--- src/hdl/lidar_point_crop_filter_defines.svh ---
// Assertion macros used by the crop filter top level.
`ifndef LIDAR_POINT_CROP_FILTER_DEFINES_SVH
`define LIDAR_POINT_CROP_FILTER_DEFINES_SVH

`ifndef NO_ASSERTIONS
// Clocked check, off while reset is high.
`define LPCF_ASSERT(label, prop, msg) \
   label: assert property (@(posedge clock) disable iff (reset) prop) else $error(msg);
// Clocked check that also covers the reset cycles.
`define LPCF_ASSERT_RST(label, prop, msg) \
   label: assert property (@(posedge clock) prop) else $error(msg);
`else
`define LPCF_ASSERT(label, prop, msg)
`define LPCF_ASSERT_RST(label, prop, msg)
`endif

`endif

--- src/hdl/lpcf_pkg.sv ---
// Types and constants shared by the lidar point crop filter.
package lpcf_pkg;

   // Default parameter values
   localparam int DEF_INDEX_BITS    = 18;
   localparam int DEF_FIX_FRAC_BITS = 10;

   // Fixed-point and row arithmetic widths
   localparam int FIX_W     = 24;
   localparam int COEF_W    = 16;
   localparam int PROD_W    = FIX_W + COEF_W;
   localparam int SUM_W     = PROD_W + 2;
   localparam int ROW_SHIFT = 14;
   localparam int V_W       = SUM_W - ROW_SHIFT + 1;
   localparam int ROW_W     = 4 * COEF_W;

   localparam logic signed [FIX_W-1:0] FIX_MAX = 24'sh7FFFFF;
   localparam logic signed [FIX_W-1:0] FIX_MIN = 24'sh800000;

   // Float magnitude thresholds (sign bit stripped)
   localparam logic [30:0] FLT_INF_ABS   = 31'h7F800000;
   localparam logic [30:0] FLT_RANGE_ABS = 31'h447A0000;

   // Enable bit positions
   localparam int EN_RANGE = 0;
   localparam int EN_BOX   = 1;
   localparam int EN_HIGHZ = 2;
   localparam int EN_W     = 3;

   // Register map
   localparam int CSR_IDX_W = 4;
   typedef enum logic [CSR_IDX_W-1:0] {
      REG_FILTER_ENABLES = 4'd0,
      REG_BOX_FRONT_X    = 4'd1,
      REG_BOX_BACK_X     = 4'd2,
      REG_BOX_FRONT_Y    = 4'd3,
      REG_BOX_BACK_Y     = 4'd4,
      REG_Z_LIMIT        = 4'd5,
      REG_ROW_X_COEFFS   = 4'd6,
      REG_ROW_Y_COEFFS   = 4'd7
   } csr_reg_type;

   localparam logic [ROW_W-1:0] ROW_X_RESET = 64'd16384;
   localparam logic [ROW_W-1:0] ROW_Y_RESET = 64'd1073741824;

   typedef struct packed {
      logic [EN_W-1:0]         enables;
      logic signed [FIX_W-1:0] box_front_x;
      logic signed [FIX_W-1:0] box_back_x;
      logic signed [FIX_W-1:0] box_front_y;
      logic signed [FIX_W-1:0] box_back_y;
      logic signed [FIX_W-1:0] z_limit;
      logic [ROW_W-1:0]        row_x;
      logic [ROW_W-1:0]        row_y;
   } cfg_type;

   // Stage load enables handed to the row units
   typedef struct packed {
      logic load_s2;
      logic load_s3;
   } pipe_ctl_type;

   // Pass-through part of a point
   typedef struct packed {
      logic [31:0] x_bits;
      logic [31:0] y_bits;
      logic [31:0] z_bits;
      logic [7:0]  intensity;
      logic [63:0] timestamp_ns;
   } point_type;

endpackage

--- src/hdl/lpcf_csr.sv ---
// Configuration register file of the crop filter.
module lpcf_csr (
   input  logic                           clock,
   input  logic                           reset,
   input  logic                           csr_valid,
   output logic                           csr_ready,
   input  logic [lpcf_pkg::CSR_IDX_W-1:0] csr_index,
   input  logic [63:0]                    csr_wdata,
   output lpcf_pkg::cfg_type              cfg
);
   import lpcf_pkg::*;

   cfg_type cfg_ff;
   cfg_type cfg_in;

   // Writes are always accepted
   assign csr_ready = 1'b1;

   // Next register contents
   always_comb begin
      cfg_in = cfg_ff;
      if (csr_valid) begin
         case (csr_index)
            REG_FILTER_ENABLES: cfg_in.enables     = csr_wdata[EN_W-1:0];
            REG_BOX_FRONT_X:    cfg_in.box_front_x = csr_wdata[FIX_W-1:0];
            REG_BOX_BACK_X:     cfg_in.box_back_x  = csr_wdata[FIX_W-1:0];
            REG_BOX_FRONT_Y:    cfg_in.box_front_y = csr_wdata[FIX_W-1:0];
            REG_BOX_BACK_Y:     cfg_in.box_back_y  = csr_wdata[FIX_W-1:0];
            REG_Z_LIMIT:        cfg_in.z_limit     = csr_wdata[FIX_W-1:0];
            REG_ROW_X_COEFFS:   cfg_in.row_x       = csr_wdata[ROW_W-1:0];
            REG_ROW_Y_COEFFS:   cfg_in.row_y       = csr_wdata[ROW_W-1:0];
            default:            cfg_in = cfg_ff;
         endcase
      end
   end

   always_ff @(posedge clock) begin
      if (reset) begin
         cfg_ff.enables     <= '0;
         cfg_ff.box_front_x <= '0;
         cfg_ff.box_back_x  <= '0;
         cfg_ff.box_front_y <= '0;
         cfg_ff.box_back_y  <= '0;
         cfg_ff.z_limit     <= FIX_MAX;
         cfg_ff.row_x       <= ROW_X_RESET;
         cfg_ff.row_y       <= ROW_Y_RESET;
      end else begin
         cfg_ff <= cfg_in;
      end
   end

   assign cfg = cfg_ff;

endmodule

--- config.mk ---
export PLATFORM = sky130hd
export DESIGN_NAME = lpcf_csr
export DESIGN_NICKNAME = d
export VERILOG_FILES = /design/src/hdl/lidar_point_crop_filter_defines.svh /design/src/hdl/lpcf_pkg.sv /design/src/hdl/lpcf_csr.sv
export SDC_FILE = /design/constraint.sdc
export NUM_CORES = 1
export LEC_CHECK = 0
export ABC_AREA = 1
export BUFFER_PORTS_ARGS = -buffer_cell sky130_fd_sc_hd__buf_2
export CAP_MARGIN = 20
export CELL_PAD_IN_SITES_DETAIL_PLACEMENT = 2
export CELL_PAD_IN_SITES_GLOBAL_PLACEMENT = 2
export CORE_UTILIZATION = 26
export DETAILED_ROUTE_END_ITERATION = 6
export PLACE_DENSITY_LB_ADDON = 0.1
export SYNTH_ARGS = -nofsm -noshare
export SYNTH_HDL_FRONTEND = slang
export SYNTH_SLANG_ARGS = --single-unit
--- constraint.sdc ---
create_clock -name clock -period 1.7 [get_ports clock]
set_clock_uncertainty 0.1 [all_clocks]
set_input_delay 0.255 -clock clock [delete_from_list [all_inputs] [get_ports clock]]
set_output_delay 0.255 -clock clock [all_outputs]
set_load 0.03 [all_outputs]
# Word level (Yosys, flattened, before mapping)
# Index checks and enable logic that the tools add are counted.
[totals] memories=0 ramBits=0 output_inout_bits=252 regBits=251 rom_bits=0 latch_bits=0
[classes] eq_ne=7 n_reduce_logical=9 addsub=0 mux=0 div=0 multipliers=0 bitwise_logic=0 n_lt_le_gt_ge=0 shift=0
[ops] cell="4-bit by 3-bit equality test with 1-bit output (second input constant)" count=4
[ops] cell="2-bit AND reduction" count=8
[ops] cell="4-bit by 2-bit equality test with 1-bit output (second input constant)" count=2
[ops] cell="4-bit by 1-bit equality test with 1-bit output (second input constant)" count=1
[ops] cell="4-bit zero test" count=1

# Longest topological paths before layout
[logic_depth] word_depth=2 mapped_depth=7 depth_no_buf=6

# Worst setup path before layout
# OpenSTA, ideal clock, no wires.
[synth_path] path_type="input port to flip-flop" from="input port csr_valid" to="register cfg_ff, in the netlist cfg[131]" path_buffers=2 path_stages=7 required_ps=1470 t_arrival_ps=1076 setup_ps=130 slack_ps=394 cell_sequence="buf_2 -> nand2_1 -> nor2_2 -> nand2_1 -> buf_2 -> nand2_1 -> nand3_1"
[synth_via] elab_chain_len=1
[synth_lines] element="from (decl)" line_no="lpcf_csr.sv:5" rtl="input logic csr_valid,"
[synth_lines] element="2-bit AND reduction (no line)"
[synth_lines] element="to (signal assigned)" line_no="lpcf_csr.sv:48" rtl="cfg_ff <= cfg_in;"
[synth_lines] element="to (decl)" line_no="lpcf_csr.sv:13" rtl="cfg_type cfg_ff;"
# No other way between the ends.
# A chain may end at the register's enable or synchronous reset.

# Worst setup path in the final report
[layout_path] from="register cfg_ff, in the netlist cfg[78]" to="output port cfg[78] (netlist bit)"
[layout_lines] element="to (decl)" line_no="lpcf_csr.sv:9" rtl="output lpcf_pkg::cfg_type cfg"
# No word-level cell between the ends.

==> impl_metrics.csv <==
group,metric,value,unit
power,power_switching,3.64,mW
yosys,synth_area_per_cell,6.76,sq um
setup_path,worstPathRequired,1.34,ns
finish,fin_nets,1872,
routing,drtIter0Drc,261,
min_path,hold-path-endpoint,"cfg[202]$_SDFFE_PP0P_",
die,die_w,195,microns
routing,wl_per_cell,16.2,microns
yosys,synth_fp_nets,1504,
clocking,clk_pin_slew,0.05,ns
yosys,synthArstFlopShare,0,%
yosys,ys_warn_count,0,
power,power_leakage,6.93,nW
routing,drcViolationCount,0,
placed_design,dp_slack,0.0376,ns
global_routing,gr-usage-all-layers,19.6,%
global_routing,grt_overflow,0,
outcome,status,"completed",
finish,largest_register_ffs,251,
sta,finalSetupTns,0,ns
placed_design,dp_cells,2169,
setup_path,end_kind,"output pin",
clocking,root_buffer,"clkbuf_16",
finish,antenna_cells,0,
setup_path,r2r_cells,4,
placed_design,routabilityCongestion,0.742,
finish,fill_cells,4369,
sta,finalHoldViolations,0,
routing,dr.pass1.iters,4,
clocking,htreeDepth,2,
placed_design,port_buffers,321,
setup_path,crit_chain,"buf_2",
placed_design,place_hpwl,26.2,mm
setup_path,critPathArrivalTime,1.11,ns
yosys,synth_edf_count,0,
min_path,hold_class,"input port to flip-flop",
finish,instances_no_fill,2292,
clocking,cts_sinks,251,
power,pwr-share-clk,47.8,%
finish,syn2layout_area_growth,41.0,%
global_routing,grt_max_degree,74,
clocking,clkLatencyLatePin,0.50,ns
finish,multi_input_area,0.00394,sq mm
routing,wirelength,37.1,mm
setup_path,timing.critical_path.max_delay_family,"flip-flops",
finish,drive_gt1_share,22.6,%
yosys,yosysTopAreaCell,"dfxtp_1",
routing,via_count,10000,
global_routing,antenna_found_initial,0,
yosys,synth-seq-cells,251,
die,start_util,26.5,%
finish,final_util,37.3,%
yosys,synth.area.top_cells,"dfxtp_1 (52%), nand2_1 (18%), nor2_1 (18%)",
sta,setup_viol,0,
global_routing,grt_pass1_wl,58.7,mm
min_path,min_from,"csr_index[3]",
power,seqPwrFrac,42.6,%
setup_path,r2r-end,"cfg[176]$_SDFFE_PP0P_",
die,die_area,0.0380,sq mm
sta,final.setup.worst_slack,0.237,ns
yosys,synth-seq-area-share,51.9,%
setup_path,r2r_start,"cfg[176]$_SDFFE_PP0P_",
die,rows,70,
sta,hold-worst-slack,0.0999,ns
finish,seqCellArea,0.00502,sq mm
power,powerDensity,1050,mW/mm^2
sta,rsz0062_at_grt,"false",
setup_path,start_kind,"flip-flop",
power,swShare,25.5,%
sta,clock.fmax,683,MHz
global_routing,grt_pass1_vias,10500,
setup_path,max_stage_delay,0.34,ns
yosys,synthFlopType,"dfxtp_1",
power,p_int,10.6,mW
power,p_comb_share,9.6,%
yosys,post-synth-top-count-cell,"nand2_1",
power,ir_worst_vdd,618,uV
setup_path,cp_num_buf_inv,1,
setup_path,cp_max_fo,2,
setup_path,critPathKind,"flip-flop to output pin",
clocking,cts_made_buffers,34,
routing,avgViaCountPerCell,4.37,
sta,fin_crit,1.46,ns
yosys,synth_top_area_share,51.9,%
die,chipHeight,195,microns
job,drv_cap,0,
die,ios,323,
setup_path,r2r_slack,0.93,ns
yosys,synth.distinct_cells,15,
die,core,0.0366,sq mm
yosys,synthesis.area,0.00969,sq mm
sta,timing_max_transition_violations_final,0,
setup_path,cp_slowest_cell,"dfxtp_1",
yosys,postSynthCellCount,1433,
clocking,clockBufferDepth,3,
yosys,synth_common_cells,"nand2_1 (459), nor2_1 (458), dfxtp_1 (251)",
min_path,holdPathStages,5,
sta,finalCritPeriodShare,86.1,%
routing,ant_nets,0,
clocking,cts_tree,"built",
## layout by cell type (no fill, tap or decap)
master         Yosys  routed
conb_1             1       1
nor2_2             5       5
o21ai_0            2       2
inv_8              0       1
clkbuf_1          26      11
clkbuf_8           0       5
nand3_2            1       2
dlygate4sd3_1      0      64
clkinv_2           0       6
nand3_1           51      50
nand4_1           24      24
buf_2             39     321
nand2_1          459     459
clkbuf_16          0      37
buf_12             0      16
inv_1             96      96
nor2_1           458     454
dfxtp_1          251     251
buf_4              9      15
nor2_4             0       4
## worst max-delay path by stage
stage,from,end,cells past startpoint
4_1_cts,cfg[225]$_SDFFE_PP0P_,cfg[225],1
3_3_place_gp,csr_index[3],cfg[3]$_SDFFE_PP0P_,9
3_5_place_dp,csr_index[3],cfg[28]$_SDFFE_PP0P_,9
6_report,cfg[78]$_SDFFE_PP1P_,cfg[78],1
5_1_grt,cfg[8]$_SDFFE_PP0P_,cfg[8],1
2_1_floorplan,csr_valid,cfg[131]$_SDFFE_PP1P_,7
## through the flow
step,cell area [sq um],power (mW)
floorplan,9690,6.97
global placement,12000,7.46
detailed placement,12000,7.49
CTS,13700,14.6
global route,13700,14.9
finish,13700,14.3
## what timing repair did
item,in CTS,in global routing
endpoints found under the hold margin,128,0
hold buffers,64,0
buffers inserted,0,0
resized for setup,0,0
## routing by layer
metal	part of all wire, %	GRT usage, %	routed length, microns
met5	0	0	0
met2	47	33.5	17500
met4	1.7	5.02	616
met1	45	24.2	16600
met3	6.2	5.28	2310
## area by class of cell
cell class              count  share of cell area (%)
flip-flops and latches    251                    36.8
repair buffers            416                    19.6
well taps                 468                    4.28
inverters                  97                    2.72
multi-input cells        1001                    28.8
clock inverters             6                   0.220
clock buffers              53                    7.58
## cell families after synthesis
logic type	count (synthesis)	synth area share (%)
AO/OA/AOI/OAI	2	0.103
buffers and inverters	181	7.86
other	1	0.0387
flip-flops	251	51.9
AND/OR/NAND/NOR	998	40.1
## power groups by stage
stage / combinational (mW) / sequential [mW] / clock [mW]
final: 1.38 / 6.08 / 6.83
after global placement: 1.25 / 6.20 / 0
after global routing: 1.52 / 6.09 / 7.33
after CTS: 1.40 / 6.08 / 7.10
after detailed placement: 1.28 / 6.21 / 0
after floorplan: 0.512 / 6.46 / 0
No activity file was read; power rests on OpenSTA's default activity.
