$ cat config.mk
export PLATFORM = sky130hd
export DESIGN_NAME = lpcf_row
export DESIGN_NICKNAME = d
export VERILOG_FILES = /design/src/hdl/lidar_point_crop_filter_defines.svh /design/src/hdl/lpcf_pkg.sv /design/src/hdl/lpcf_row.sv
export SDC_FILE = /design/constraint.sdc
export NUM_CORES = 2
export LEC_CHECK = 0
export BUFFER_PORTS_ARGS = -buffer_cell sky130_fd_sc_hd__buf_2
export CAP_MARGIN = 10
export CORE_ASPECT_RATIO = 1.2
export CORE_MARGIN = 8
export CORE_UTILIZATION = 35
export CTS_CLUSTER_DIAMETER = 60
export CTS_CLUSTER_SIZE = 24
export DETAILED_ROUTE_END_ITERATION = 10
export MAX_ROUTING_LAYER = met4
export PLACE_DENSITY = 0.61
export SLEW_MARGIN = 20
export SYNTH_ARGS = -nofsm -noshare
export SYNTH_HDL_FRONTEND = slang
export SYNTH_SLANG_ARGS = --single-unit
$ cat constraint.sdc
create_clock -name clock -period 16.9 [get_ports clock]
set_clock_uncertainty 0.2 [all_clocks]
set_input_delay 2.535 -clock clock [delete_from_list [all_inputs] [get_ports clock]]
set_output_delay 2.535 -clock clock [all_outputs]
set_load 0.02 [all_outputs]
$ cat src/hdl/lidar_point_crop_filter_defines.svh
// Assertion macros used by the crop filter top level.
`ifndef LIDAR_POINT_CROP_FILTER_DEFINES_SVH
`define LIDAR_POINT_CROP_FILTER_DEFINES_SVH

`ifndef NO_ASSERTIONS
// Clocked check, off while reset is high.
`define LPCF_ASSERT(label, prop, msg) \
   label: assert property (@(posedge clock) disable iff (reset) prop) else $error(msg);
// Clocked check that also covers the reset cycles.
`define LPCF_ASSERT_RST(label, prop, msg) \
   label: assert property (@(posedge clock) prop) else $error(msg);
`else
`define LPCF_ASSERT(label, prop, msg)
`define LPCF_ASSERT_RST(label, prop, msg)
`endif

`endif

$ cat src/hdl/lpcf_pkg.sv
// Types and constants shared by the lidar point crop filter.
package lpcf_pkg;

   // Default parameter values
   localparam int DEF_INDEX_BITS    = 18;
   localparam int DEF_FIX_FRAC_BITS = 10;

   // Fixed-point and row arithmetic widths
   localparam int FIX_W     = 24;
   localparam int COEF_W    = 16;
   localparam int PROD_W    = FIX_W + COEF_W;
   localparam int SUM_W     = PROD_W + 2;
   localparam int ROW_SHIFT = 14;
   localparam int V_W       = SUM_W - ROW_SHIFT + 1;
   localparam int ROW_W     = 4 * COEF_W;

   localparam logic signed [FIX_W-1:0] FIX_MAX = 24'sh7FFFFF;
   localparam logic signed [FIX_W-1:0] FIX_MIN = 24'sh800000;

   // Float magnitude thresholds (sign bit stripped)
   localparam logic [30:0] FLT_INF_ABS   = 31'h7F800000;
   localparam logic [30:0] FLT_RANGE_ABS = 31'h447A0000;

   // Enable bit positions
   localparam int EN_RANGE = 0;
   localparam int EN_BOX   = 1;
   localparam int EN_HIGHZ = 2;
   localparam int EN_W     = 3;

   // Register map
   localparam int CSR_IDX_W = 4;
   typedef enum logic [CSR_IDX_W-1:0] {
      REG_FILTER_ENABLES = 4'd0,
      REG_BOX_FRONT_X    = 4'd1,
      REG_BOX_BACK_X     = 4'd2,
      REG_BOX_FRONT_Y    = 4'd3,
      REG_BOX_BACK_Y     = 4'd4,
      REG_Z_LIMIT        = 4'd5,
      REG_ROW_X_COEFFS   = 4'd6,
      REG_ROW_Y_COEFFS   = 4'd7
   } csr_reg_type;

   localparam logic [ROW_W-1:0] ROW_X_RESET = 64'd16384;
   localparam logic [ROW_W-1:0] ROW_Y_RESET = 64'd1073741824;

   typedef struct packed {
      logic [EN_W-1:0]         enables;
      logic signed [FIX_W-1:0] box_front_x;
      logic signed [FIX_W-1:0] box_back_x;
      logic signed [FIX_W-1:0] box_front_y;
      logic signed [FIX_W-1:0] box_back_y;
      logic signed [FIX_W-1:0] z_limit;
      logic [ROW_W-1:0]        row_x;
      logic [ROW_W-1:0]        row_y;
   } cfg_type;

   // Stage load enables handed to the row units
   typedef struct packed {
      logic load_s2;
      logic load_s3;
   } pipe_ctl_type;

   // Pass-through part of a point
   typedef struct packed {
      logic [31:0] x_bits;
      logic [31:0] y_bits;
      logic [31:0] z_bits;
      logic [7:0]  intensity;
      logic [63:0] timestamp_ns;
   } point_type;

endpackage

$ cat src/hdl/lpcf_row.sv
// One affine row: products in one stage, sum, floor and offset in the next.
module lpcf_row (
   input  logic                              clock,
   input  lpcf_pkg::pipe_ctl_type            ctl,
   input  logic [lpcf_pkg::ROW_W-1:0]        row,
   input  logic signed [lpcf_pkg::FIX_W-1:0] fx,
   input  logic signed [lpcf_pkg::FIX_W-1:0] fy,
   input  logic signed [lpcf_pkg::FIX_W-1:0] fz,
   output logic signed [lpcf_pkg::V_W-1:0]   v
);
   import lpcf_pkg::*;

   logic signed [COEF_W-1:0] wx, wy, wz, tr;
   logic signed [PROD_W-1:0] px_ff, py_ff, pz_ff;
   logic signed [PROD_W-1:0] px_in, py_in, pz_in;
   logic signed [SUM_W-1:0]  sum;
   logic signed [V_W-1:0]    v_ff, v_in;

   assign wx = $signed(row[COEF_W-1:0]);
   assign wy = $signed(row[2*COEF_W-1:COEF_W]);
   assign wz = $signed(row[3*COEF_W-1:2*COEF_W]);
   assign tr = $signed(row[4*COEF_W-1:3*COEF_W]);

   // Stage 2: weighted coordinates (16 x 24 signed, sign-extended to product width)
   assign px_in = PROD_W'(wx) * PROD_W'(fx);
   assign py_in = PROD_W'(wy) * PROD_W'(fy);
   assign pz_in = PROD_W'(wz) * PROD_W'(fz);

   // Stage 3: floor of sum / 2^14, plus translation
   always_comb begin
      sum  = SUM_W'(px_ff) + SUM_W'(py_ff) + SUM_W'(pz_ff);
      v_in = V_W'($signed(sum[SUM_W-1:ROW_SHIFT])) + V_W'(tr);
   end

   always_ff @(posedge clock) begin
      if (ctl.load_s2) begin
         px_ff <= px_in;
         py_ff <= py_in;
         pz_ff <= pz_in;
      end
      if (ctl.load_s3) begin
         v_ff <= v_in;
      end
   end

   assign v = v_ff;

endmodule

==> Yosys cells after proc, flatten, opt, wreduce, memory -nomap -nowiden <==
Index checks and enable logic that the tools add are counted.
{ "op_classes": {"addsub": 3, "mul": 3} }
{ "op_table": {"columns": ["op", "n"], "rows": [
  ["multiplier 16 x 24 -> 40 bit", 3],
  ["adder 41 x 40 -> 42 bit", 1],
  ["adder 40 x 40 -> 41 bit", 1],
  ["adder 28 x 16 -> 29 bit", 1]
]} }
{ "word_totals": {"in_bits": 139, "regBits": 149} }

==> Logic depth before layout (Yosys ltp) <==
{ "depth": {"word_depth": 3, "ltp_mapped": 25} }

==> Worst setup path before layout <==
OpenSTA, ideal clock, no wires.
{ "synth_path": {"path_kind": "input port to flip-flop", "from": "input fz[14] (netlist name)", "to": "register pz_ff[39] (data pin)", "required_ps": 16426, "setup_ps": 274, "stages": 23, "slack_ps": 8391, "t_arrival_ps": 8035, "path_cell_list": "clkbuf_1 -> nand2_1 -> fa_1 -> inv_1 -> fa_1 -> inv_1 -> fa_1 -> inv_1 -> fa_1 -> fa_1 -> inv_1 -> fa_1 -> inv_1 -> ha_1 -> a21o_1 -> a221o_1 -> a21oi_2 -> o21a_2 -> a21oi_2 -> o41ai_4 -> o31ai_2 -> nor4_1 -> a311oi_1"} }
{ "synth_between": {"elab_chain_len": 1} }
{ "synth_rtl": {"columns": ["item", "line_no", "rtl"], "rows": [
  ["start, declared", "lpcf_row.sv:8", "input logic signed [lpcf_pkg::FIX_W-1:0] fz,"],
  ["multiplier 16 x 24 -> 40 bit", "lpcf_row.sv:27", "assign pz_in = PROD_W'(wz) * PROD_W'(fz);"],
  ["named net pz_in[39]", "lpcf_row.sv:15", "logic signed [PROD_W-1:0] px_in, py_in, pz_in;"],
  ["end signal, assigned", "lpcf_row.sv:39", "pz_ff <= pz_in;"],
  ["end, declared", "lpcf_row.sv:14", "logic signed [PROD_W-1:0] px_ff, py_ff, pz_ff;"]
]} }
The timed path passes the listed nets, and every way through them passes these cells.
A chain may end at the register's enable or synchronous reset.

==> Worst setup path in the final report <==
{ "layout_path": {"from": "input row[33] (netlist name)", "to": "register pz_ff[39] (data pin)"} }
{ "layout_between": {"elab_chain_len": 1} }
{ "layout_rtl": {"columns": ["item", "line_no", "rtl"], "rows": [
  ["start, declared", "lpcf_row.sv:5", "input logic [lpcf_pkg::ROW_W-1:0] row,"],
  ["multiplier 16 x 24 -> 40 bit", "lpcf_row.sv:27", null],
  ["named net pz_in[39]", "lpcf_row.sv:15", null]
]} }
The timed path passes the listed nets, and every way through them passes these cells.

==> results.cfg <==
[yosys]
netlist_instances = 5182
synth_nets = 6845
ys_ff_latch = 149
synthesis.area_um2 = 49200
yosys_warnings = 0
synth_edf_count = 149
syn_avg_cell_area_um2 = 9.49
ys_seq_area_share_pct = 9.10
synth_cell_types = 76
ys.flop_type = edfxtp_1
synth-async-reset-ratio_pct = 0

[placed_design]
dp_hpwl_mm = 103
portBuffers = 167
gp_congestion = 0.859

[timing]
layout_min_cycle_time_ns = 8.75
worstMarginPinSlew_ns = 1.01
final-max-slew-violation-count = 0
finalSetupTns_ns = 0
max_freq_mhz = 114
grt_setup_unrepaired = false
fin_crit_sh_pct = 51.8
slew_headroom_pct = 32.4
hold_viol = 0
setup_violations = 0

[clock_network]
postCtsHoldBufs = 0
cts_tree = built
insertion_delay_ns = 0.44
clk_transition_reported_paths_ns = 0.07
numCtsBuffers = 17
ctsResizeCount = 0
cts_buffer_depth = 2
post_cts_buffers = 0
htreeDepth = 4
cts_sinks = 149
clockRootBuffer = clkbuf_16

[finish]
area_growth_pct = 6.33
mostFrequentLayoutCell = inv_1
fill_cells = 14000
drive_gt1_share_pct = 4.49
layout_common_cells = inv_1, fa_1, nand2_1, and2_1, ha_1
seqCellArea_um2 = 4470
nets = 6862
multi_input_area_um2 = 39200

[flow_run]
max_cap_violations = 0

[die]
start_util_pct = 35.3
ios = 168
rows = 150
fp.dieH_um = 427
dieArea_um2 = 153000
core_um2 = 139000
die_w_um = 358

[global_route]
grtUsageMet1_pct = 20.3
grt_overflow = 0
grt.busiest_layer = met2
grt_pass1_wl_mm = 200
grtUsageTotal_pct = 17.0
antenna_found_initial = 7
grt_pass1_vias = 37800
use_met2_pct = 30.5
grt_use_met3_pct = 1.27
grt_start_max_net_pins = 76

[drt]
dr.pass1.iters = 5
via_per_inst = 4.82
drtIter0Drc = 1664
wire_per_inst_um = 17.4
vias = 34000
routed_wl_mm = 123
drc = 0
postRouteAntennaNets = 0

[hold_path]
min_path_type = reg -> reg

[run_status]
status = finished, final reports clean

[critical_path]
criticalPathCategory = in -> reg
crit_fanout = 24
start_kind = primary input
cp.arrival_ns = 8.72
worstPathRequired_ns = 16.87
end_kind = register
area by class of cell:
| class | count | area share, % |
|---|---|---|
| Sequential cell | 149 | 8.56 |
| Multi-Input combinational cell | 3562 | 74.9 |
| Clock inverter | 12 | 0.345 |
| Antenna cell | 4 | 0.0191 |
| Timing Repair Buffer | 168 | 1.62 |
| Inverter | 1301 | 9.34 |
| Clock buffer | 19 | 0.828 |
| Tap cell | 1824 | 4.36 |
cell usage after synthesis, types with 5 or more instances:
master / count / area [um2]
nand3_1: 26 / 130
o31ai_1: 5 / 37.5
a2111oi_0: 6 / 52.6
or3_1: 6 / 37.5
a211oi_1: 23 / 173
or2_2: 5 / 31.3
clkbuf_1: 169 / 634
ha_1: 362 / 4530
nand4_1: 7 / 43.8
xor2_1: 48 / 420
nand2_1: 688 / 2580
a21oi_1: 135 / 676
nor3_1: 20 / 100
o211ai_1: 8 / 60.1
nor2b_1: 14 / 87.6
a21o_1: 79 / 593
and2_1: 470 / 2940
o21a_1: 30 / 225
xnor2_1: 125 / 1090
a211o_1: 6 / 52.6
a21boi_1: 6 / 45.0
edfxtp_1: 149 / 4470
a21oi_2: 5 / 43.8
a31oi_1: 7 / 43.8
and3_1: 14 / 87.6
inv_1: 1301 / 4880
nor2_1: 116 / 435
o21bai_1: 24 / 180
o21ai_0: 53 / 265
fa_1: 1162 / 23300
nand2b_1: 32 / 200
o21ai_1: 12 / 60.1
worst max-delay path: stages:
cell and delay [ns]:
buf_2 0.44, nand2_1 0.16, fa_1 0.55, inv_1 0.05, fa_1 0.54, inv_1 0.06
fa_1 0.51, inv_1 0.06, fa_1 0.44, fa_1 0.51, inv_1 0.05, fa_1 0.48
inv_1 0.04, ha_1 0.33, a21o_1 0.21, a221o_1 0.38, a21oi_2 0.17, o21a_2 0.19
a21oi_2 0.08, o41ai_4 0.46, o31ai_2 0.15, nor4_1 0.23, a311oi_1 0.08
final timing paths:
| kind | depth (start not counted) | to | start | slack, ns |
|---|---|---|---|---|
| setup reg to reg | 18 | v[22] | px_ff[3] | 10.49 |
| setup / recovery | 23 | pz_ff[39] | row[33] | 8.15 |
| hold / removal | 4 | v[0] | py_ff[14] | 0.96 |
| hold reg to reg | 4 | v[0] | py_ff[14] | 0.96 |
flip-flops by register name (all words and copies together) (netlist names):
register / flops
py_ff: 40
v: 29
px_ff: 40
pz_ff: 40
per-layer routing:
layer / vias up / part of all wire, % / wire [um]
li1: 15400 / - / -
met1: 17700 / 41 / 50400
met2: 752 / 53 / 64600
met3: 185 / 3.2 / 3880
met4: 0 / 3.1 / 3820
met5: - / 0 / 0
through the flow:
stage | utilization, % | cells | hold WS, ns | setup slack [ns] | instance area [um2]
after floorplan | - | 5182 | 0.776 | 8.39 | 49200
after global placement | 37.1 | 7004 | 0.940 | 7.71 | 51700
after detailed placement | 37.1 | 7004 | 0.955 | 7.74 | 51700
after CTS | 37.5 | 7035 | 0.970 | 8.22 | 52300
after global routing | 37.5 | 7038 | 1.01 | 7.69 | 52300
final | 37.5 | 7039 | 0.957 | 8.15 | 52300
kinds of logic (layout without fill, tap and decap cells):
group | after synthesis | after routing | synth area share (%)
AO/OA/AOI/OAI | 449 | 449 | 6.18
XOR/XNOR | 173 | 173 | 3.08
adder cells (fa/ha/maj) | 1524 | 1524 | 56.5
buffers and inverters | 1471 | 1500 | 11.2
flip-flops | 149 | 149 | 9.10
multiplexers | 2 | 2 | 0.0433
other | 0 | 4 | 0
AND/OR/NAND/NOR | 1414 | 1414 | 13.9
Power is left out: the tool's default activity adds up to more than one toggle a clock period on the data nets, which glitch-free logic cannot reach.
