File: config.mk
export PLATFORM = sky130hd
export DESIGN_NAME = lpcf_conv
export DESIGN_NICKNAME = d
export VERILOG_FILES = /design/src/hdl/lidar_point_crop_filter_defines.svh /design/src/hdl/lpcf_pkg.sv /design/src/hdl/lpcf_conv.sv
export SDC_FILE = /design/constraint.sdc
export NUM_CORES = 1
export LEC_CHECK = 0
export ABC_AREA = 1
export BUFFER_PORTS_ARGS = -buffer_cell sky130_fd_sc_hd__buf_2
export CORE_ASPECT_RATIO = 1.75
export CORE_MARGIN = 2
export CORE_UTILIZATION = 59
export DETAILED_ROUTE_END_ITERATION = 10
export PLACE_DENSITY = 0.84
export SYNTH_ARGS = -nofsm -noshare
export SYNTH_HDL_FRONTEND = slang
export SYNTH_SLANG_ARGS = --single-unit
File: constraint.sdc
create_clock -name vclk -period 5.7
set_input_delay 0 -clock vclk [all_inputs]
set_output_delay 0 -clock vclk [all_outputs]
set_load 0.1 [all_outputs]
File: src/hdl/lidar_point_crop_filter_defines.svh
// Assertion macros used by the crop filter top level.
`ifndef LIDAR_POINT_CROP_FILTER_DEFINES_SVH
`define LIDAR_POINT_CROP_FILTER_DEFINES_SVH

`ifndef NO_ASSERTIONS
// Clocked check, off while reset is high.
`define LPCF_ASSERT(label, prop, msg) \
   label: assert property (@(posedge clock) disable iff (reset) prop) else $error(msg);
// Clocked check that also covers the reset cycles.
`define LPCF_ASSERT_RST(label, prop, msg) \
   label: assert property (@(posedge clock) prop) else $error(msg);
`else
`define LPCF_ASSERT(label, prop, msg)
`define LPCF_ASSERT_RST(label, prop, msg)
`endif

`endif

File: src/hdl/lpcf_pkg.sv
// Types and constants shared by the lidar point crop filter.
package lpcf_pkg;

   // Default parameter values
   localparam int DEF_INDEX_BITS    = 18;
   localparam int DEF_FIX_FRAC_BITS = 10;

   // Fixed-point and row arithmetic widths
   localparam int FIX_W     = 24;
   localparam int COEF_W    = 16;
   localparam int PROD_W    = FIX_W + COEF_W;
   localparam int SUM_W     = PROD_W + 2;
   localparam int ROW_SHIFT = 14;
   localparam int V_W       = SUM_W - ROW_SHIFT + 1;
   localparam int ROW_W     = 4 * COEF_W;

   localparam logic signed [FIX_W-1:0] FIX_MAX = 24'sh7FFFFF;
   localparam logic signed [FIX_W-1:0] FIX_MIN = 24'sh800000;

   // Float magnitude thresholds (sign bit stripped)
   localparam logic [30:0] FLT_INF_ABS   = 31'h7F800000;
   localparam logic [30:0] FLT_RANGE_ABS = 31'h447A0000;

   // Enable bit positions
   localparam int EN_RANGE = 0;
   localparam int EN_BOX   = 1;
   localparam int EN_HIGHZ = 2;
   localparam int EN_W     = 3;

   // Register map
   localparam int CSR_IDX_W = 4;
   typedef enum logic [CSR_IDX_W-1:0] {
      REG_FILTER_ENABLES = 4'd0,
      REG_BOX_FRONT_X    = 4'd1,
      REG_BOX_BACK_X     = 4'd2,
      REG_BOX_FRONT_Y    = 4'd3,
      REG_BOX_BACK_Y     = 4'd4,
      REG_Z_LIMIT        = 4'd5,
      REG_ROW_X_COEFFS   = 4'd6,
      REG_ROW_Y_COEFFS   = 4'd7
   } csr_reg_type;

   localparam logic [ROW_W-1:0] ROW_X_RESET = 64'd16384;
   localparam logic [ROW_W-1:0] ROW_Y_RESET = 64'd1073741824;

   typedef struct packed {
      logic [EN_W-1:0]         enables;
      logic signed [FIX_W-1:0] box_front_x;
      logic signed [FIX_W-1:0] box_back_x;
      logic signed [FIX_W-1:0] box_front_y;
      logic signed [FIX_W-1:0] box_back_y;
      logic signed [FIX_W-1:0] z_limit;
      logic [ROW_W-1:0]        row_x;
      logic [ROW_W-1:0]        row_y;
   } cfg_type;

   // Stage load enables handed to the row units
   typedef struct packed {
      logic load_s2;
      logic load_s3;
   } pipe_ctl_type;

   // Pass-through part of a point
   typedef struct packed {
      logic [31:0] x_bits;
      logic [31:0] y_bits;
      logic [31:0] z_bits;
      logic [7:0]  intensity;
      logic [63:0] timestamp_ns;
   } point_type;

endpackage

File: src/hdl/lpcf_conv.sv
// Float to saturated fixed-point conversion plus NaN and range flags.
module lpcf_conv #(
   parameter int FRAC_BITS = lpcf_pkg::DEF_FIX_FRAC_BITS
) (
   input  logic [31:0]                    flt_bits,
   output logic signed [lpcf_pkg::FIX_W-1:0] fix,
   output logic                           is_nan,
   output logic                           over_range
);
   import lpcf_pkg::*;

   // Exponent at which the mantissa LSB lands on the fixed-point LSB
   localparam int Bias  = 150 - FRAC_BITS;
   localparam int MantW = 24;

   logic [7:0]        exp_v;
   logic [MantW-1:0]  mant;
   logic signed [9:0] sh;
   logic [9:0]        rsh;
   logic [MantW-1:0]  mag;
   logic              sat;

   assign is_nan     = flt_bits[30:0] > FLT_INF_ABS;
   assign over_range = flt_bits[30:0] > FLT_RANGE_ABS;

   // Right shift of the mantissa, truncating toward zero
   always_comb begin
      exp_v = flt_bits[30:23];
      mant  = (exp_v == 8'd0) ? {1'b0, flt_bits[22:0]} : {1'b1, flt_bits[22:0]};
      sh    = $signed({2'b00, ((exp_v == 8'd0) ? 8'd1 : exp_v)}) - $signed(10'(Bias));
      rsh   = 10'(-sh);
      // Any left shift of a nonzero mantissa overflows 24 bits
      sat   = (exp_v == 8'hFF) || ((mant != '0) && !sh[9]);
      if ((mant == '0) || (rsh >= 10'(MantW))) begin
         mag = '0;
      end else begin
         mag = mant >> rsh[4:0];
      end
      if (sat) begin
         fix = flt_bits[31] ? FIX_MIN : FIX_MAX;
      end else if (flt_bits[31]) begin
         fix = $signed(FIX_W'(-mag));
      end else begin
         fix = $signed(FIX_W'(mag));
      end
   end

endmodule

After elaboration in Yosys (flattened, before gate mapping):

Cells that the tools add are included.

* add/subtract/negate cells: 3
* order comparisons: 3
* eq/ne operators: 1
* shift operators: 1
* mux-type cells: 6
* reductions and logical operators: 7

Operators with widths (number)
* 24-bit two-way mux: 5
* 31-bit greater-than comparator (second input constant): 2
* 24-bit zero test: 1
* 24-bit negator: 1
* 24-bit nonzero test: 1
* 24-bit by 5-bit right shift with 24-bit output: 1
* 10-bit by 5-bit >= comparator with 1-bit output (second input constant): 1
* 9-bit negator with 10-bit output: 1
* 8-bit by 8-bit subtractor with 9-bit output (second input constant): 1
* 8-bit equality test (second input constant): 1
* 8-bit zero test: 1
* 8-bit two-way mux: 1
* 1-bit logical OR: 2
* 1-bit logical AND: 1
* 1-bit zero test: 1

* bits in registers: 0
* input bits: 32
* output and inout bits: 26
* logic and storage cells: 21

Depth between registers and ports, before layout:

Gate-level depths: netlist of run 1.

* word-level depth: 10
* mapped depth: 27
* depth with buffers taken out: 26

Worst setup path after synthesis of run 1:

Ideal clock, no wire load.

* path kind: input to output
* start point: input flt_bits[25]
* end point: output fix[10] in the netlist's numbering
* arrival time: 4321 ps
* data required time: 5700 ps
* slack: 1379 ps
* stages on the path: 21
* buffers on the path: 3
* cell sequence: inv_1 -> ha_1 -> nand2_1 -> nor2_1 -> nor2_1 -> buf_4 -> ha_1 -> clkbuf_1 -> inv_1 -> clkbuf_1 -> nand3_1 -> nand2_1 -> nand2_1 -> nand3_1 -> nand2_1 -> nand3_1 -> ha_1 -> nand3_2 -> o21ai_2 -> nand3_1 -> xnor2_1

* longest elaborated chain between the ends: 10
* elaborated cells between the ends (all ways): 18
* classes of those cells: add/sub (3); order compare (1); eq/ne (1); shift (1); mux (5); reduce/logical (7)

RTL lines
* start: declaration: line lpcf_conv.sv:5 `input logic [31:0] flt_bits,`
* 8-bit zero test: line lpcf_conv.sv:29, lpcf_conv.sv:30
* 8-bit two-way mux: line lpcf_conv.sv:30 `sh = $signed({2'b00, ((exp_v == 8'd0) ? 8'd1 : exp_v)}) - $signed(10'(Bias));`
* 8-bit by 8-bit subtractor with 9-bit output: line lpcf_conv.sv:30
* 9-bit negator with 10-bit output: line lpcf_conv.sv:31 `rsh = 10'(-sh);`
* 10-bit by 5-bit >= comparator with 1-bit output: line lpcf_conv.sv:34 `if ((mant == '0) || (rsh >= 10'(MantW))) begin`
* 1-bit logical OR: line lpcf_conv.sv:34
* 24-bit two-way mux: line lpcf_conv.sv:34
* 24-bit negator: line lpcf_conv.sv:42 `fix = $signed(FIX_W'(-mag));`
* 24-bit two-way mux: line lpcf_conv.sv:41 `end else if (flt_bits[31]) begin`
* 24-bit two-way mux (*): line lpcf_conv.sv:39 `if (sat) begin`
* end: declaration: line lpcf_conv.sv:6 `output logic signed [lpcf_pkg::FIX_W-1:0] fix,`

Mark *: on every way between the ends. The rest lies on a longest branch, timed or not.

Worst setup path after layout of run 1:

* start point: input flt_bits[25]
* end point: output fix[15] in the netlist's numbering

The elaborated chain is that of the path after synthesis.

==> impl_metrics.yaml, run 1 <==
synth:
  synthesis.area_um2: 2980
  synthAdderAreaFrac: 0.0294
  ys_types: 32
  synth_warnings: 0
  synth_top_family_by_area: "simple AND/OR/NAND/NOR gates"
  ys_seq_area_frac: 0
  synthXorXnorAreaFrac: 0.0265
  synthMuxAreaShare: 0
  synth_fp_nets: 690
  synth_cells: 651
  synth_compound_area_frac: 0.0580
  syn_area_per_cell_um2: 4.58
  synthSimpleGateAreaFrac: 0.732
final_layout:
  fillers: 560
  clock_buffers: 0
  multi_input_area_um2: 2520
  final_area_um2: 3170
  seq_cell_count: 0
  final_util: 0.643
  syn_to_final_growth_pct: 6.55
  diodes: 0
  nets: 723
  drive_above_1_share: 0.126
  seq_area_um2: 0
worst_setup_path:
  critical_path.startpoint: "flt_bits[25]"
  crit_arrival_ns: 4.49
  cp-endpoint: "fix[15]"
  critPathCaptureType: "output port"
  worstPathRequired_ns: 5.70
  slowest_stage: "nor2_1"
  cp_max_fo: 16
  cp.depth: 27
  slowest_delay_ns: 0.46
  path_buf_inv: 7
  critical_path_class: "in2out"
  cp-start-kind: "primary input"
  cp_top_family: "simple AND/OR/NAND/NOR gates"
timing:
  worst_slew_pin_slew_ns: 0.776
  max_freq_mhz: 223
  slew_violations: 0
  fin_setup_tns_ns: 0
  hold_viol: 0
  relSlewSlack: 0.483
  grt_setup_unrepaired: "false"
  setup_viol: 0
  period_minus_slack_ns: 4.49
  finalCritPeriodShare: 0.788
  fin_ws_ns: 1.21
global_route:
  grt_pass1_wl_mm: 16.2
  antenna_found_initial: 0
  grt_max_degree: 33
  overflow: 0
  track_usage: 0.338
  grt_pass1_vias: 3796
floorplan:
  dieArea_um2: 5660
  rows: 34
  start_util: 0.604
  core_um2: 4930
  die_h_um: 98
  die_w_um: 57.7
  pin_count: 58
flow_run:
  maxCapViolations: 0
place:
  place_area_um2: 3170
  place_hpwl_mm: 7.73
  numPortBuffers: 58
  gp_congestion: 0.986
  dpl_worst_slack_ns: 1.28
drt:
  drc: 0
  wl_per_cell_um: 12.8
  ant_nets: 0
  drtIter0Drc: 290
  via_per_inst: 5.69
  wirelength_mm: 9.40
  num_vias: 4191
  firstDrtPassIters: 5
power_and_ir_drop:
  p_int_mw: 0.124
  power.net_switching_mw: 0.440
  p_comb_frac: 1.000
  netSwitchingFraction: 0.780
  clkPwrFrac: 0
  seqPwrFrac: 0
  cellLeakagePower_nw: 2.01
  ir_drop_uv: 205
  power_density_nw_per_um2: 178
status:
  status: "finished, final reports clean"
cts:
  post-cts-setup-buffers: 0
  ctsHoldBuffers: 0
  cts_resized: 0
worst_hold_path:
  min_path_type: "in2out"
## metal layers
layer	routed length, µm	up-vias	track usage	part of all wire
met5	0	-	0	0
li1	-	2136	-	-
met3	451	47	0.0252	0.048
met2	4780	174	0.613	0.51
met1	3560	1834	0.375	0.38
met4	601	0	0.179	0.064
## synthesized netlist by cell type (all sizes together)
cell type | count | area share
xnor2 | 4 | 0.012
inv | 75 | 0.094
nor2 | 84 | 0.12
a31oi | 1 | 0.0021
buf | 20 | 0.047
nand4 | 6 | 0.013
nor3 | 4 | 0.0067
a21oi | 8 | 0.013
or2 | 1 | 0.0021
o211ai | 2 | 0.0050
nand3 | 152 | 0.26
clkbuf | 8 | 0.010
nand2 | 249 | 0.32
a32o | 1 | 0.0034
o21ai | 17 | 0.031
ha | 7 | 0.029
xor2 | 5 | 0.015
nand3b | 3 | 0.0076
nor4 | 1 | 0.0021
clkinv | 2 | 0.0025
a311oi | 1 | 0.0029
## cell usage in the layout, fill, tap and decap left out, types with 2 or more instances in the layout
| cell | n |
|---|---|
| nand3_1 | 149 |
| nand3_2 | 3 |
| xnor2_1 | 4 |
| nor3_1 | 4 |
| o211ai_1 | 2 |
| o21ai_0 | 12 |
| nor2_2 | 9 |
| inv_1 | 71 |
| nand2_2 | 4 |
| clkinv_1 | 2 |
| buf_2 | 58 |
| nand2_1 | 242 |
| nor2_1 | 74 |
| nand2_4 | 3 |
| o21ai_2 | 2 |
| inv_2 | 4 |
| nand3b_1 | 3 |
| o21ai_1 | 3 |
| a21oi_1 | 8 |
| xor2_1 | 5 |
| ha_1 | 7 |
| nand4_1 | 6 |
## per-stage QoR
stage | total power [mW] | hold WS, ns | std cells
floorplan | 0.471 | 0.383 | 651
global placement | 0.553 | 0.497 | 736
detailed placement | 0.557 | 0.496 | 736
CTS | 0.558 | 0.500 | 736
global route | 0.613 | 0.533 | 736
finish | 0.564 | 0.500 | 736
## worst min-delay path, delay by kind of cell
family	cells	cell delay, ns
and+or+nand+nor	1	0.06
AOI/OAI and AO/OA	1	0.04
buffers and inverters	2	0.40
## kinds of logic after synthesis
family	after synthesis
adder cells (fa/ha/maj)	7
XOR/XNOR	9
buffers and inverters	105
AO/OA/AOI/OAI	30
AND/OR/NAND/NOR	500
## final cells by class
cell class         instances  share of cell area
inverters                 77              0.0911
multi-input cells        546               0.794
well taps                 54              0.0213
repair buffers            59              0.0938
## power groups by stage
stage	Clock (mW)	Sequential [mW]	Combinational [mW]
finish	0	0	0.564
global placement	0	0	0.553
floorplan	0	0	0.471
detailed placement	0	0	0.557
CTS	0	0	0.558
global route	0	0	0.613
## how the worst min path moves through the flow
stage	startpoint	to	slack [ns]	cells after the start
final	flt_bits[24]	is_nan	0.50	4
after global routing	flt_bits[24]	is_nan	0.53	4
after CTS	flt_bits[24]	is_nan	0.50	4
after detailed placement	flt_bits[24]	is_nan	0.50	4
after global placement	flt_bits[24]	is_nan	0.50	4
after floorplan	flt_bits[23]	is_nan	0.38	2
No activity file was read; power rests on OpenSTA's default activity.
==> inputs of run 2 (changes only) <==
CORE_UTILIZATION = 54   (was 59)
PLACE_DENSITY = 0.81   (was 0.84)
clock period = 4.1 ns   (was 5.7 ns; I/O delays follow)
==> run 2 against run 1 <==
  * Combinational power rose by 67%
  * Critical path depth fell by 5
  * Die area rose by 8.7%
  * Critical path type unchanged
==> impl_metrics.yaml, run 2 (same netlist as run 1, synthesis figures left out) <==
final_layout:
  final_common_cell: "nand2_1"
  fillers: 518
  drive_above_1_share: 0.137
  nets: 728
  final_cell_mix: "242 x nand2_1, 149 x nand3_1, 74 x nor2_1"
  diodes: 0
  seq_area_um2: 0
  clock_buffers: 0
  seq_cell_count: 0
  syn_to_final_growth_pct: 21.5
  final_area_um2: 3620
  final_util: 0.683
power_and_ir_drop:
  p_int_mw: 0.301
  netSwitchingFraction: 0.682
  power_density_nw_per_um2: 261
  power.net_switching_mw: 0.644
  seqPwrFrac: 0
  ir_drop_uv: 136
  cellLeakagePower_nw: 2.17
  p_comb_frac: 1.000
  power_mw: 0.944
  clkPwrFrac: 0
place:
  gp_congestion: 1.01
  place_area_um2: 3620
  numPortBuffers: 58
  place_hpwl_mm: 8.06
timing:
  max_freq_mhz: 269
  hold_viol: 0
  slew_violations: 0
  setup_viol: 0
  grt_setup_unrepaired: "false"
  relSlewSlack: 0.507
  fin_setup_tns_ns: 0
  period_minus_slack_ns: 3.72
  worst_slew_pin_slew_ns: 0.739
  finalCritPeriodShare: 0.906
worst_hold_path:
  min_from: "flt_bits[23]"
  min_path_type: "in2out"
worst_setup_path:
  cp_max_fo: 25
  critical_path_class: "in2out"
  critPathCaptureType: "output port"
  worstPathRequired_ns: 4.10
  cp-start-kind: "primary input"
  critical_path.startpoint: "flt_bits[25]"
  crit_arrival_ns: 3.72
drt:
  ant_nets: 0
  firstDrtPassIters: 5
  num_vias: 4180
  wirelength_mm: 9.72
  via_per_inst: 5.49
  drtIter0Drc: 373
  drc: 0
  wl_per_cell_um: 12.8
floorplan:
  pin_count: 58
  die_h_um: 102
  die_w_um: 60.1
  rows: 35
  dieArea_um2: 6150
  core_um2: 5300
  start_util: 0.562
global_route:
  grt_pass1_vias: 3723
  grt_pass1_wl_mm: 16.2
  overflow: 0
  antenna_found_initial: 0
  track_usage: 0.327
  grt_max_degree: 33
cts:
  post-cts-setup-buffers: 0
  ctsHoldBuffers: 0
  cts_resized: 0
flow_run:
  maxCapViolations: 0
status:
  status: "finished, final reports clean"
==> run 2: per-layer routing <==
| metal | share of wire | GRT usage |
|---|---|---|
| met5 | 0 | 0 |
| met2 | 0.51 | 0.590 |
| met1 | 0.39 | 0.385 |
| met3 | 0.042 | 0.00759 |
| met4 | 0.057 | 0.149 |
==> run 2: final cells by class <==
type | instances | area (µm²) | share of cell area
Tap cell | 74 | 92.6 | 0.0256
Inverter | 77 | 289 | 0.0798
Timing Repair Buffer | 64 | 696 | 0.192
Multi-Input combinational cell | 546 | 2540 | 0.702
==> run 2: power groups by stage <==
stage | clock network, mW | registers (mW) | logic, mW
floorplan | 0 | 0 | 0.659
global placement | 0 | 0 | 0.931
detailed placement | 0 | 0 | 0.940
CTS | 0 | 0 | 0.941
global route | 0 | 0 | 1.01
finish | 0 | 0 | 0.944
==> run 2: worst max-delay path: stages <==
cell     delay (ns)
buf_2          0.13
inv_1          0.12
ha_1           0.20
nand2_1        0.06
nor2_1         0.19
nor2_1         0.10
ha_1           0.32
inv_1          0.55
nand3_1        0.27
nand2_1        0.15
nand2_1        0.08
nand3_1        0.08
nand2_1        0.05
nand3_1        0.16
ha_1           0.22
nand3_2        0.12
nor2_2         0.28
nand4_1        0.18
nand2_1        0.09
nand2_1        0.06
nand2_1        0.10
buf_12         0.18
==> run 2: worst paths after layout <==
kind / to / slack [ns] / depth (start not counted)
worst min-delay path: is_nan / 0.52 / 4
worst max-delay path: fix[18] / 0.38 / 22
==> run 2: metrics by stage <==
stage                     hold slack (ns)  std cells  worst slack [ns]
after floorplan                     0.383        651            0.0205
after global placement              0.494        761             0.534
after detailed placement            0.512        761             0.433
after CTS                           0.514        761             0.422
after global routing                0.550        761            0.0707
final                               0.523        761             0.385
